`config.mk`:
```
export PLATFORM = sky130hd
export DESIGN_NAME = http_request_head_parser
export DESIGN_NICKNAME = d
export VERILOG_FILES = /design/src/design/hrhp_pkg.sv /design/src/design/http_request_head_parser.sv
export SDC_FILE = /design/constraint.sdc
export NUM_CORES = 1
export LEC_CHECK = 0
export ABC_CLOCK_PERIOD_IN_PS = 6530
export BUFFER_PORTS_ARGS = -buffer_cell sky130_fd_sc_hd__clkbuf_2
export CAP_MARGIN = 20
export CORE_ASPECT_RATIO = 1.4
export CORE_MARGIN = 2
export CORE_UTILIZATION = 60
export DETAILED_ROUTE_END_ITERATION = 8
export PLACE_DENSITY_LB_ADDON = 0.08
export SYNTH_ARGS = -nofsm -noshare
export SYNTH_HDL_FRONTEND = slang
export SYNTH_SLANG_ARGS = --single-unit
export TNS_END_PERCENT = 10
```
`constraint.sdc`:
```
create_clock -name clk -period 6.53 [get_ports clk]
set_input_delay 0.653 -clock clk [delete_from_list [all_inputs] [get_ports clk]]
set_output_delay 0.653 -clock clk [all_outputs]
set_load 0.05 [all_outputs]
```
`src/design/hrhp_pkg.sv`:
```
`timescale 1ns / 1ps

package hrhp_pkg;

	// Parser position within the request head
	typedef enum logic [4:0] {
		ST_METHOD_START       = 5'd0,
		ST_METHOD             = 5'd1,
		ST_URI                = 5'd2,
		ST_H                  = 5'd3,
		ST_T1                 = 5'd4,
		ST_T2                 = 5'd5,
		ST_P                  = 5'd6,
		ST_SLASH              = 5'd7,
		ST_MAJOR_START        = 5'd8,
		ST_MAJOR              = 5'd9,
		ST_MINOR_START        = 5'd10,
		ST_MINOR              = 5'd11,
		ST_LF1                = 5'd12,
		ST_LINE_START         = 5'd13,
		ST_LWS                = 5'd14,
		ST_NAME               = 5'd15,
		ST_SPACE_BEFORE_VALUE = 5'd16,
		ST_VALUE              = 5'd17,
		ST_LF2                = 5'd18,
		ST_LF3                = 5'd19
	} parse_state_t;

	typedef enum logic [2:0] {
		CLS_FRAMING  = 3'd0,
		CLS_METHOD   = 3'd1,
		CLS_URI      = 3'd2,
		CLS_NEW_NAME = 3'd3,
		CLS_NAME     = 3'd4,
		CLS_VALUE    = 3'd5
	} byte_class_t;

	typedef enum logic [1:0] {
		STAT_PENDING  = 2'd0,
		STAT_COMPLETE = 2'd1,
		STAT_ERROR    = 2'd2
	} status_t;

	localparam logic [7:0] CH_DEL   = 8'd127;
	localparam logic [7:0] CH_CTL   = 8'd31;
	localparam logic [7:0] CH_SP    = 8'h20;
	localparam logic [7:0] CH_TAB   = 8'h09;
	localparam logic [7:0] CH_CR    = 8'h0D;
	localparam logic [7:0] CH_LF    = 8'h0A;
	localparam logic [7:0] CH_H     = 8'h48;
	localparam logic [7:0] CH_T     = 8'h54;
	localparam logic [7:0] CH_P     = 8'h50;
	localparam logic [7:0] CH_SLASH = 8'h2F;
	localparam logic [7:0] CH_COLON = 8'h3A;
	localparam logic [7:0] CH_DOT   = 8'h2E;
	localparam logic [7:0] CH_ZERO  = 8'h30;
	localparam logic [7:0] CH_NINE  = 8'h39;
	localparam logic [7:0] VER_MAX  = 8'd255;

	function automatic logic is_ctl(input logic [7:0] c);
		return (c <= CH_CTL) || (c == CH_DEL);
	endfunction

	function automatic logic is_separator(input logic [7:0] c);
		logic sep;
		unique case (c)
			8'h28, 8'h29, 8'h3C, 8'h3E, 8'h40,
			8'h2C, 8'h3B, 8'h3A, 8'h5C, 8'h22,
			8'h2F, 8'h5B, 8'h5D, 8'h3F, 8'h3D,
			8'h7B, 8'h7D, 8'h20, 8'h09: sep = 1'b1;
			default: sep = 1'b0;
		endcase
		return sep;
	endfunction

	function automatic logic is_token(input logic [7:0] c);
		return !c[7] && !is_ctl(c) && !is_separator(c);
	endfunction

	function automatic logic is_digit(input logic [7:0] c);
		return (c >= CH_ZERO) && (c <= CH_NINE);
	endfunction

	// value*10 + digit, saturating at 255
	function automatic logic [7:0] add_digit(input logic [7:0] v, input logic [7:0] c);
		logic [11:0] n;
		n = 12'(v) * 12'd10 + 12'(c - CH_ZERO);
		return (n > 12'(VER_MAX)) ? VER_MAX : n[7:0];
	endfunction

endpackage

```
`src/design/http_request_head_parser.sv`:
```
`timescale 1ns / 1ps
// Pipeline: an accepted beat goes to the input register, then through the parse logic
//   into the result register.
// Throughput: one byte per cycle when out_stall is low; the state update is the only loop.
// Reset (arst_n low, asynchronous): parser at method start, versions zero, status pending,
//   both pipeline registers empty.

module http_request_head_parser
	import hrhp_pkg::*;
(
	input  logic       clk,
	input  logic       arst_n,
	input  logic       in_valid,
	output logic       in_stall,
	input  logic [7:0] in_byte,
	input  logic       restart,
	output logic       out_valid,
	input  logic       out_stall,
	output logic [2:0] byte_class,
	output logic [1:0] status,
	output logic [7:0] version_major,
	output logic [7:0] version_minor
);

	logic         valid_s1;
	logic [7:0]   byte_s1;
	logic         restart_s1;

	logic         out_valid_q;
	byte_class_t  class_q;
	status_t      status_out_q;
	logic [7:0]   major_out_q;
	logic [7:0]   minor_out_q;

	parse_state_t state_q;
	logic         seen_q;
	logic [7:0]   major_q;
	logic [7:0]   minor_q;
	status_t      stat_q;

	logic         out_load;
	logic         s1_load;

	parse_state_t st, nst;
	logic         seen, nseen;
	logic [7:0]   maj, nmaj, mnr, nmnr;
	status_t      stat, nstat;
	byte_class_t  cls;
	logic         bad;
	logic [7:0]   c;

	// Handshake: result register frees when empty or taken
	assign out_load = valid_s1 && (!out_valid_q || !out_stall);
	assign in_stall = valid_s1 && !out_load;
	assign s1_load  = in_valid && !in_stall;

	// Input register
	always_ff @(posedge clk or negedge arst_n) begin
		if (!arst_n) begin
			valid_s1 <= 1'b0;
		end else if (s1_load || out_load) begin
			valid_s1 <= s1_load;
		end
	end

	always_ff @(posedge clk) begin
		if (s1_load) begin
			byte_s1    <= in_byte;
			restart_s1 <= restart;
		end
	end

	// Parse step on the byte in the input register
	always_comb begin
		c     = byte_s1;
		st    = restart_s1 ? ST_METHOD_START : state_q;
		seen  = restart_s1 ? 1'b0 : seen_q;
		maj   = restart_s1 ? 8'd0 : major_q;
		mnr   = restart_s1 ? 8'd0 : minor_q;
		stat  = restart_s1 ? STAT_PENDING : stat_q;
		nst   = st;
		nseen = seen;
		nmaj  = maj;
		nmnr  = mnr;
		nstat = stat;
		cls   = CLS_FRAMING;
		bad   = 1'b0;
		if (stat == STAT_PENDING) begin
			unique case (st)
				ST_METHOD_START: begin
					if (is_token(c)) begin nst = ST_METHOD; cls = CLS_METHOD; end
					else bad = 1'b1;
				end
				ST_METHOD: begin
					if (c == CH_SP) nst = ST_URI;
					else if (is_token(c)) cls = CLS_METHOD;
					else bad = 1'b1;
				end
				ST_URI: begin
					if (c == CH_SP) nst = ST_H;
					else if (!is_ctl(c)) cls = CLS_URI;
					else bad = 1'b1;
				end
				ST_H: begin
					if (c == CH_H) nst = ST_T1;
					else bad = 1'b1;
				end
				ST_T1: begin
					if (c == CH_T) nst = ST_T2;
					else bad = 1'b1;
				end
				ST_T2: begin
					if (c == CH_T) nst = ST_P;
					else bad = 1'b1;
				end
				ST_P: begin
					if (c == CH_P) nst = ST_SLASH;
					else bad = 1'b1;
				end
				ST_SLASH: begin
					if (c == CH_SLASH) begin
						nmaj = 8'd0;
						nmnr = 8'd0;
						nst  = ST_MAJOR_START;
					end else bad = 1'b1;
				end
				ST_MAJOR_START: begin
					if (is_digit(c)) begin nmaj = add_digit(maj, c); nst = ST_MAJOR; end
					else bad = 1'b1;
				end
				ST_MAJOR: begin
					if (c == CH_DOT) nst = ST_MINOR_START;
					else if (is_digit(c)) nmaj = add_digit(maj, c);
					else bad = 1'b1;
				end
				ST_MINOR_START: begin
					if (is_digit(c)) begin nmnr = add_digit(mnr, c); nst = ST_MINOR; end
					else bad = 1'b1;
				end
				ST_MINOR: begin
					if (c == CH_CR) nst = ST_LF1;
					else if (is_digit(c)) nmnr = add_digit(mnr, c);
					else bad = 1'b1;
				end
				ST_LF1, ST_LF2: begin
					if (c == CH_LF) nst = ST_LINE_START;
					else bad = 1'b1;
				end
				ST_LINE_START: begin
					if (c == CH_CR) nst = ST_LF3;
					else if (seen && (c == CH_SP || c == CH_TAB)) nst = ST_LWS;
					else if (is_token(c)) begin
						nseen = 1'b1;
						nst   = ST_NAME;
						cls   = CLS_NEW_NAME;
					end else bad = 1'b1;
				end
				ST_LWS: begin
					if (c == CH_CR) nst = ST_LF2;
					else if (c == CH_SP || c == CH_TAB) nst = ST_LWS;
					else if (!is_ctl(c)) begin nst = ST_VALUE; cls = CLS_VALUE; end
					else bad = 1'b1;
				end
				ST_NAME: begin
					if (c == CH_COLON) nst = ST_SPACE_BEFORE_VALUE;
					else if (is_token(c)) cls = CLS_NAME;
					else bad = 1'b1;
				end
				ST_SPACE_BEFORE_VALUE: begin
					if (c == CH_SP) nst = ST_VALUE;
					else bad = 1'b1;
				end
				ST_VALUE: begin
					if (c == CH_CR) nst = ST_LF2;
					else if (!is_ctl(c)) cls = CLS_VALUE;
					else bad = 1'b1;
				end
				ST_LF3: begin
					if (c == CH_LF) nstat = STAT_COMPLETE;
					else bad = 1'b1;
				end
				default: bad = 1'b1;
			endcase
			// Rejected byte holds state and versions
			if (bad) begin
				nst   = st;
				nseen = seen;
				nmaj  = maj;
				nmnr  = mnr;
				cls   = CLS_FRAMING;
				nstat = STAT_ERROR;
			end
		end
	end

	// Parser state
	always_ff @(posedge clk or negedge arst_n) begin
		if (!arst_n) begin
			state_q <= ST_METHOD_START;
			seen_q  <= 1'b0;
			major_q <= 8'd0;
			minor_q <= 8'd0;
			stat_q  <= STAT_PENDING;
		end else if (out_load) begin
			state_q <= nst;
			seen_q  <= nseen;
			major_q <= nmaj;
			minor_q <= nmnr;
			stat_q  <= nstat;
		end
	end

	// Result register
	always_ff @(posedge clk or negedge arst_n) begin
		if (!arst_n) begin
			out_valid_q <= 1'b0;
		end else if (out_load || !out_stall) begin
			out_valid_q <= out_load;
		end
	end

	always_ff @(posedge clk) begin
		if (out_load) begin
			class_q      <= cls;
			status_out_q <= nstat;
			major_out_q  <= nmaj;
			minor_out_q  <= nmnr;
		end
	end

	assign out_valid     = out_valid_q;
	assign byte_class    = class_q;
	assign status        = status_out_q;
	assign version_major = major_out_q;
	assign version_minor = minor_out_q;

endmodule

```
==> out/results.ini, run 1 <==
[outcome]
status=completed

[timing]
layout_min_cycle_time_ns=5.20
max_freq_mhz=192
whs_ns=0.411
rsz0062_at_grt=no
period_share_pct=79.7
fin_tns_setup_ns=0
setup_slack_ns=1.33
timing.final.max_slew_violations=0
skew_ns=0.0100
setup-violations-final=0
maxSlewHeadroom_pct=35.3
tightest_slew_ns=0.970
hold_violations=0

[synth]
synth_compound_area_share_pct=24.5
ys.flop_type=edfxtp_1
synth.avg_cell_area_um2=8.30
synthCells=693
synth_simple_gate_area_share_pct=29.5
synth_top_area_cell=edfxtp_1
ys_warn_count=0
muxShareOfSynthArea_pct=0.566
ys_types=87
ys_seq_area_share_pct=27.0
synthTopCellsByArea=edfxtp_1 16%, dfrtp_1 11%, ha_1 8.7%
ys_seq_elements=56
synthArstFlopShare_pct=46.4
synth-edff-count=30
synth_top_family_by_area=simple AND/OR/NAND/NOR gates
synth.net_count=748
synthXorXnorAreaFrac_pct=5.33
synth_fa_ha_area_share_pct=9.40
synth_top_area_share_pct=15.7
synth_area_mm2=0.00575

[clocking]
h-tree-depth=2
cts_root_buf=clkbuf_16
cts_tree=yes
clock_latency_ns=0.30
clkTransAtPathRegs_ns=0.07
numCtsBuffers=5
postCtsSetupBuffers=0
cts_sinks=56
clockBufferDepth=2
cts_repair_resize_count=0
ctsHoldBuffers=0

[critical_path]
crit_chain=nor2b_1 -> ha_1 -> ha_1 -> fa_1 -> a21o_1 -> a21oi_1 -> o21bai_1 -> a21oi_1 -> xnor2_1 -> ha_1 -> and3_1 -> o31a_1 -> a2111oi_0 -> xnor2_1 -> nand3b_1 -> a21o_1 -> a22o_1
crit_required_ns=6.59
end_kind=flip-flop
crit_slowest_cell=edfxtp_1
crit_top_cell=ha_1
cp-start-kind=flip-flop
path_class=reg -> reg
cpLargestDelayFamily=compound AO/OA/AOI/OAI gates
cp.buffers_inverters=0
arrival_ns=5.26
crit_fanout=32
cp_slowest_stage_delay_ns=0.94
r2r_setup_slack_ns=1.33

[floorplanning]
dieArea_mm2=0.0104
rows=42
die_y_um=120
fp.dieW_um=86.8
core_area_mm2=0.00941
ios=36
start_util_pct=61.1

[final_layout]
drive_gt1_share_pct=9.19
fillers=839
finish.utilization_pct=64.9
fin_nets=761
area_delta_synth_final_pct=6.07
antenna_cells=0

[power]
cellLeakagePower_nw=2.58
p_per_area_mw_per_mm2=161
ir_worst_vdd_v=0.000136

[global_route]
grt_first_pass_wirelength_um=27500
track_usage_pct=33.7
grt.overflow.total=0
grt_pass1_vias=5550
grt_max_degree=33
antenna_found_initial=0

[placed_design]
io_buffers=35
post-place-ws_ns=1.43
gp_congestion=1.01
dp_hpwl_um=13000

[min_path]
hold_path_class=in -> async

[drt]
drtAntennaViolNets=0
drc=0
drtIter0Drc=500
wl_per_cell_um=21.0
dr.pass1.iters=5
via_per_inst=6.95
wl_um=17100
vias=5679

[job]
maxCapViolCount=0

placed cells by master (no fill, tap or decap), types with 6 or more instances in the layout:
| cell | instances |
|---|---|
| or4_1 | 6 |
| inv_1 | 19 |
| o21a_1 | 6 |
| ha_1 | 40 |
| nor3_1 | 16 |
| nor2_1 | 66 |
| nand4_1 | 9 |
| a21o_1 | 10 |
| edfxtp_1 | 30 |
| dfrtp_1 | 26 |
| a211oi_1 | 7 |
| nand3_1 | 22 |
| a31oi_1 | 9 |
| nand2b_1 | 20 |
| o2bb2ai_1 | 6 |
| o31ai_1 | 9 |
| o21bai_1 | 6 |
| nor4_1 | 6 |
| a21oi_1 | 32 |
| clkbuf_2 | 35 |
| o21ai_0 | 45 |
| o211ai_1 | 9 |
| nor2b_1 | 18 |
| and3_1 | 9 |
| xnor2_1 | 29 |
| or3_1 | 13 |
| xor2_1 | 6 |
| nand2_1 | 58 |
| and2_1 | 13 |
power breakdown:
| group | switching [mW] | internal, mW | total [mW] | leakage, nW |
|---|---|---|---|---|
| Clock | 0.122 | 0.142 | 0.264 | 0.0679 |
| Combinational | 0.182 | 0.0940 | 0.276 | 1.87 |
| Sequential | 0.0455 | 0.398 | 0.443 | 0.644 |
| Total | 0.349 | 0.634 | 0.984 | 2.58 |
cell type report:
class	instances	area, um^2	area share (%)
Inverter	20	75.1	1.23
Clock buffer	7	133	2.17
Tap cell	110	138	2.26
Multi-Input combinational cell	583	3990	65.3
Clock inverter	1	5.00	0.0820
Timing Repair Buffer	40	213	3.49
Sequential cell	56	1550	25.4
through the flow:
step / cell area [um^2] / instances / power [mW]
final: 6100 / 817 / 0.984
after global routing: 6100 / 817 / 1.03
after CTS: 6100 / 817 / 0.987
after detailed placement: 5960 / 809 / 0.723
after global placement: 5960 / 809 / 0.714
after floorplan: 5750 / 693 / 0.646
routing by layer:
layer / share of wire (%) / up-vias / GRT usage [%]
met5: 0 / - / 0
met4: 6.8 / 0 / 21.4
met3: 5.6 / 79 / 4.95
met2: 49 / 246 / 56.8
met1: 38 / 2705 / 39.3
li1: - / 2649 / -
path summary, 6_finish.rpt:
check,from,endpoint,cells past startpoint
min in group clk,major_q[0],major_q[0],2
worst max-delay path,restart_s1,version_minor[4],17
worst max register to register,restart_s1,version_minor[4],17
max in group asynchronous,arst_n,state_q[3],1
worst min register to register,major_q[0],major_q[0],2
worst min-delay path,arst_n,minor_q[5],1
kinds of logic (layout without fill, tap and decap cells):
logic type,Yosys count,in the layout
adders and majority gates,42,42
buffers and inverters,54,68
muxes,3,3
xor gates and xnor gates,35,35
DFF,56,56
AOI/OAI and AO/OA,200,200
and+or+nand+nor,303,303
cell usage after synthesis, drive strengths merged, types with 7 or more instances:
| cell | count |
|---|---|
| o211ai | 9 |
| nand3 | 22 |
| or3 | 14 |
| ha | 40 |
| a21o | 10 |
| nand2 | 58 |
| o31ai | 9 |
| nand2b | 20 |
| inv | 19 |
| and2 | 13 |
| clkbuf | 28 |
| nand4 | 9 |
| dfrtp | 26 |
| o21ai | 49 |
| a21oi | 32 |
| nor2b | 18 |
| nor4 | 8 |
| and3 | 9 |
| nor2 | 66 |
| xnor2 | 29 |
| a31oi | 9 |
| a211oi | 7 |
| nor3 | 17 |
| edfxtp | 30 |
registers in the layout (all words and copies together) (netlist names), 2 cells and up:
| signal | flops |
|---|---|
| byte_class | 3 |
| byte_s1 | 8 |
| major_q | 8 |
| minor_q | 8 |
| stat_q | 2 |
| state_q | 5 |
| status | 2 |
| version_major | 8 |
| version_minor | 8 |
Note: power is estimated with default switching activity, not from simulation.
==> run 2, diff against run 1 <==
Settings changed: ABC_CLOCK_PERIOD_IN_PS 6530 to 5150.
Clock period 6.53 ns to 5.15 ns, I/O delays scaled along.
==> run 2 against run 1 <==
Total power is 31% higher. Design area is 1.5% higher. Die area stayed put. Wire length is 3.6% higher. Combinational power is 33% higher. Clock-buffer cell count is 1 lower. Register-to-register slack worse by 1.0 ns. Sequential share of layout area is 0.38 points lower. Flip-flop and latch count stayed put.
==> out/results.ini, run 2 (synthesized netlist as in run 1, its figures left out) <==
[outcome]
status=completed

[timing]
setup-violations-final=0
tightest_slew_ns=1.14
fin_tns_setup_ns=0
rsz0062_at_grt=no
layout_min_cycle_time_ns=4.85
skew_ns=0.00853
period_share_pct=94.2
max_freq_mhz=206
maxSlewHeadroom_pct=23.9
setup_slack_ns=0.301
whs_ns=0.269
hold_violations=0
timing.final.max_slew_violations=0

[critical_path]
crit_fanout=10
r2r_setup_slack_ns=0.30
cp-startpoint=restart_s1
path_class=reg -> reg
crit_required_ns=5.15
rr_endpoint=version_major[1]
cp-start-kind=flip-flop
rr_startpoint=restart_s1
rr_worst_depth=16
end_kind=flip-flop
arrival_ns=4.85

[final_layout]
drive_gt1_share_pct=10.6
final_cell_mix=66 x nor2_1, 58 x nand2_1, 45 x o21ai_0, 40 x ha_1, 35 x clkbuf_2
fin_nets=770
finish.utilization_pct=65.8
final_common_cell=nor2_1
antenna_cells=0
area_delta_synth_final_pct=7.68

[power]
p_sw_uw=456
clkPwrFrac_pct=28.7
ir_worst_vdd_v=0.000200
internal-power_uw=837
total_power_mw=1.29
p_per_area_mw_per_mm2=209
p_comb_share_pct=28.5
p_sw_share_pct=35.3
cellLeakagePower_nw=2.64
pwr-share-seq_pct=42.8

[clocking]
cts_tree=yes
clkTransAtPathRegs_ns=0.07
cts_root_buf=clkbuf_16
numCtsBuffers=5
clock_latency_ns=0.30
cts_sinks=56
h-tree-depth=2
clockBufferDepth=2

[drt]
dr.pass1.iters=5
vias=5801
via_per_inst=7.02
drtIter0Drc=569
wl_per_cell_um=21.5
drtAntennaViolNets=0
drc=0
wl_um=17700

[placed_design]
post-place-ws_ns=0.335
io_buffers=35
dp_hpwl_um=13500
gp_congestion=0.969

[floorplanning]
die_y_um=120
dieArea_mm2=0.0104
ios=36
fp.dieW_um=86.8
start_util_pct=61.1
rows=42
core_area_mm2=0.00941

[global_route]
grt.overflow.total=0
grt_max_degree=31
grt_first_pass_wirelength_um=27900
grt_pass1_vias=5579
antenna_found_initial=0
track_usage_pct=34.3

[job]
maxCapViolCount=0

[min_path]
hold_path_class=in -> async

-- run 2: worst max path at each step --
stage	endpoint	slack, ns	cells after the start
finish	version_major[1]	0.30	16
floorplan	version_major[4]	0.04	21
global route	version_major[1]	0.01	16
detailed placement	version_major[1]	0.33	16
global placement	version_major[4]	0.48	16
CTS	version_major[1]	0.31	16
-- run 2: metal layers --
metal / up-vias / GRT usage, % / wire, um
met5: - / 0 / 0
met4: 0 / 19.5 / 1050
met3: 80 / 3.71 / 1040
met2: 301 / 59.6 / 9030
met1: 2744 / 40.2 / 6620
li1: 2676 / - / -
-- run 2: repair_timing --
action | in CTS | in global routing
hold buffers | 0 | 0
endpoints found under the setup margin | 0 | 3
setup buffers | 0 | 3
gates resized for setup | 0 | 0
-- run 2: through the flow --
stage	cell area (um^2)	std cells
2_1_floorplan	5760	693
3_3_place_gp	6010	815
3_5_place_dp	6010	815
4_1_cts	6170	823
5_1_grt	6190	826
6_report	6190	826
-- run 2: power by group through the flow --
| stage | clock network [mW] | logic [mW] | registers (mW) |
|---|---|---|---|
| 2_1_floorplan | 0 | 0.247 | 0.573 |
| 3_3_place_gp | 0 | 0.349 | 0.561 |
| 3_5_place_dp | 0 | 0.358 | 0.562 |
| 4_1_cts | 0.377 | 0.360 | 0.552 |
| 5_1_grt | 0.392 | 0.395 | 0.559 |
| 6_report | 0.371 | 0.368 | 0.554 |
-- run 2: layout make-up --
type | count | area [um^2]
Fill cell | 830 | 3210
Tap cell | 110 | 138
Clock buffer | 6 | 150
Timing Repair Buffer | 49 | 280
Clock inverter | 2 | 12.5
Inverter | 20 | 75.1
Sequential cell | 56 | 1550
Multi-Input combinational cell | 583 | 3990
-- run 2: critical path, stage by stage (launching register included) --
cell      delay, ns
edfxtp_1       0.57
nor2b_1        0.15
ha_1           0.21
ha_1           0.20
fa_1           0.42
a21o_1         0.18
a21oi_1        0.21
xnor2_1        0.18
ha_1           0.30
a21oi_1        0.15
o21ai_0        0.14
o21bai_1       0.21
or2_2          0.29
a221oi_1       0.45
nand2_1        0.34
o31ai_1        0.33
o21ai_0        0.20
==> run 3, diff against run 2 <==
Settings changed: CELL_PAD_IN_SITES_DETAIL_PLACEMENT set to 1, CELL_PAD_IN_SITES_GLOBAL_PLACEMENT set to 2, CORE_UTILIZATION 60 to 38, PLACE_DENSITY set to 0.84, PLACE_DENSITY_LB_ADDON 0.08 to not set.
==> run 3 against run 2 <==
Clock power grew 7.5%. Design area grew 2.0%. Worst hold slack gained 0.0035 ns. First-iteration DRC count shrank 59%. Clock skew shrank 0.0039 ns. Via count shrank 2.0%. Wire length grew 13%. Register-to-register slack gained 0.16 ns. Flip-flop and latch count is the same.
==> out/results.ini, run 3 (synthesized netlist as in run 1, its figures left out) <==
[outcome]
status=completed

[final_layout]
final_cell_mix=66 x nor2_1, 57 x nand2_1, 45 x o21ai_0, 40 x ha_1, 35 x clkbuf_2
fin_nets=771
final_common_cell=nor2_1
fillers=1808
drive_gt1_share_pct=10.9
finish.utilization_pct=42.3
area_delta_synth_final_pct=9.83
antenna_cells=0

[critical_path]
cp-start-kind=flip-flop
rr_startpoint=restart_s1
crit_fanout=9
cpLargestDelayFamily=compound AO/OA/AOI/OAI gates
crit_slowest_cell=edfxtp_1
crit_top_cell=ha_1
crit_required_ns=5.21
arrival_ns=4.74
rr_endpoint=version_minor[4]
end_kind=flip-flop
path_class=reg -> reg
crit_chain=nor2b_1 -> ha_1 -> ha_1 -> fa_1 -> a21o_1 -> a21oi_1 -> o21bai_1 -> a21oi_1 -> xnor2_1 -> ha_1 -> and3_1 -> o31a_1 -> a2111oi_0 -> xnor2_1 -> nand3b_1 -> a21o_1 -> a22o_1
cp_slowest_stage_delay_ns=0.57
rr_worst_depth=17
cp.buffers_inverters=0
r2r_setup_slack_ns=0.46

[timing]
setup-violations-final=0
setup_slack_ns=0.464
period_share_pct=91.0
fin_tns_setup_ns=0
hold_violations=0
tightest_slew_ns=0.901
layout_min_cycle_time_ns=4.69
skew_ns=0.00459
rsz0062_at_grt=no
maxSlewHeadroom_pct=39.6
max_freq_mhz=213
timing.final.max_slew_violations=0

[clocking]
cts_repair_resize_count=0
clockBufferDepth=2
h-tree-depth=2
postCtsSetupBuffers=0
ctsHoldBuffers=0
cts_tree=yes
clkTransAtPathRegs_ns=0.08
numCtsBuffers=5
cts_sinks=56
cts_root_buf=clkbuf_16
clock_latency_ns=0.30

[min_path]
hold_path_class=in -> async

[floorplanning]
fp.dieW_um=108
dieArea_mm2=0.0162
ios=36
core_area_mm2=0.0149
rows=53
die_y_um=150
start_util_pct=38.5

[drt]
dr.pass1.iters=5
via_per_inst=6.25
wl_per_cell_um=22.0
vias=5683
drtIter0Drc=233
wl_um=20000
drc=0
drtAntennaViolNets=0

[global_route]
track_usage_pct=24.9
grt.overflow.total=0
antenna_found_initial=0
grt_pass1_vias=5929
grt_max_degree=27
grt_first_pass_wirelength_um=31600

[power]
cellLeakagePower_nw=2.65
p_per_area_mw_per_mm2=210
ir_worst_vdd_v=0.000118

[placed_design]
post-place-ws_ns=0.393
io_buffers=35
dp_hpwl_um=15700
gp_congestion=0.957

[job]
maxCapViolCount=0

==> run 3: changes by cell type in the layout (fill, tap and decap cells not counted), sizes merged <==
cell,change
clkinv,+1
clkinvlp,-1
bufinv,+1
clkbuf,-1
buf,+1
==> run 3: per-stage QoR <==
stage / hold slack (ns) / cells / power, mW / cell area [um^2]
floorplan: 0.219 / 693 / 0.820 / 5760
global placement: 0.464 / 901 / 0.922 / 6140
detailed placement: 0.472 / 901 / 0.936 / 6140
CTS: 0.302 / 909 / 1.33 / 6310
global route: 0.320 / 909 / 1.38 / 6320
finish: 0.273 / 909 / 1.33 / 6320
==> run 3: cell type report <==
cell class	count	area, um^2	area share (%)
Clock buffer	5	125	1.98
Clock inverter	3	42.5	0.673
Inverter	20	75.1	1.19
Multi-Input combinational cell	583	4000	63.2
Sequential cell	56	1550	24.6
Tap cell	192	240	3.80
Timing Repair Buffer	50	288	4.56
==> run 3: how the worst max path moves through the flow <==
| stage | from | to | slack [ns] | depth (start not counted) |
|---|---|---|---|---|
| 2_1_floorplan | restart_s1 | version_major[4] | 0.04 | 21 |
| 3_3_place_gp | restart_s1 | version_major[4] | 0.57 | 16 |
| 3_5_place_dp | restart_s1 | version_major[4] | 0.39 | 16 |
| 4_1_cts | restart_s1 | version_major[1] | 0.38 | 16 |
| 5_1_grt | restart_s1 | version_minor[3] | 0.08 | 17 |
| 6_report | restart_s1 | version_minor[4] | 0.46 | 17 |
==> run 3: where the power goes <==
group          total, mW  switching [mW]  leakage (nW)  internal (mW)
Clock              0.399           0.169        0.0814          0.229
Sequential         0.558          0.0541         0.644          0.504
Combinational      0.373           0.250          1.92          0.123
Total               1.33           0.473          2.65          0.857
==> run 3: worst register-to-register path, cell delays in order, from the launching register on <==
cell	delay, ns
edfxtp_1	0.57
nor2b_1	0.17
ha_1	0.22
ha_1	0.21
fa_1	0.42
a21o_1	0.17
a21oi_1	0.22
o21bai_1	0.09
a21oi_1	0.17
xnor2_1	0.08
ha_1	0.35
and3_1	0.16
o31a_1	0.09
a2111oi_0	0.49
xnor2_1	0.30
nand3b_1	0.29
a21o_1	0.26
a22o_1	0.18
==> run 3: metal layers <==
layer	track usage [%]	share of wire [%]
met5	0	0
met1	28.9	40
met4	10.9	4.4
met3	1.61	2.8
met2	46.3	53
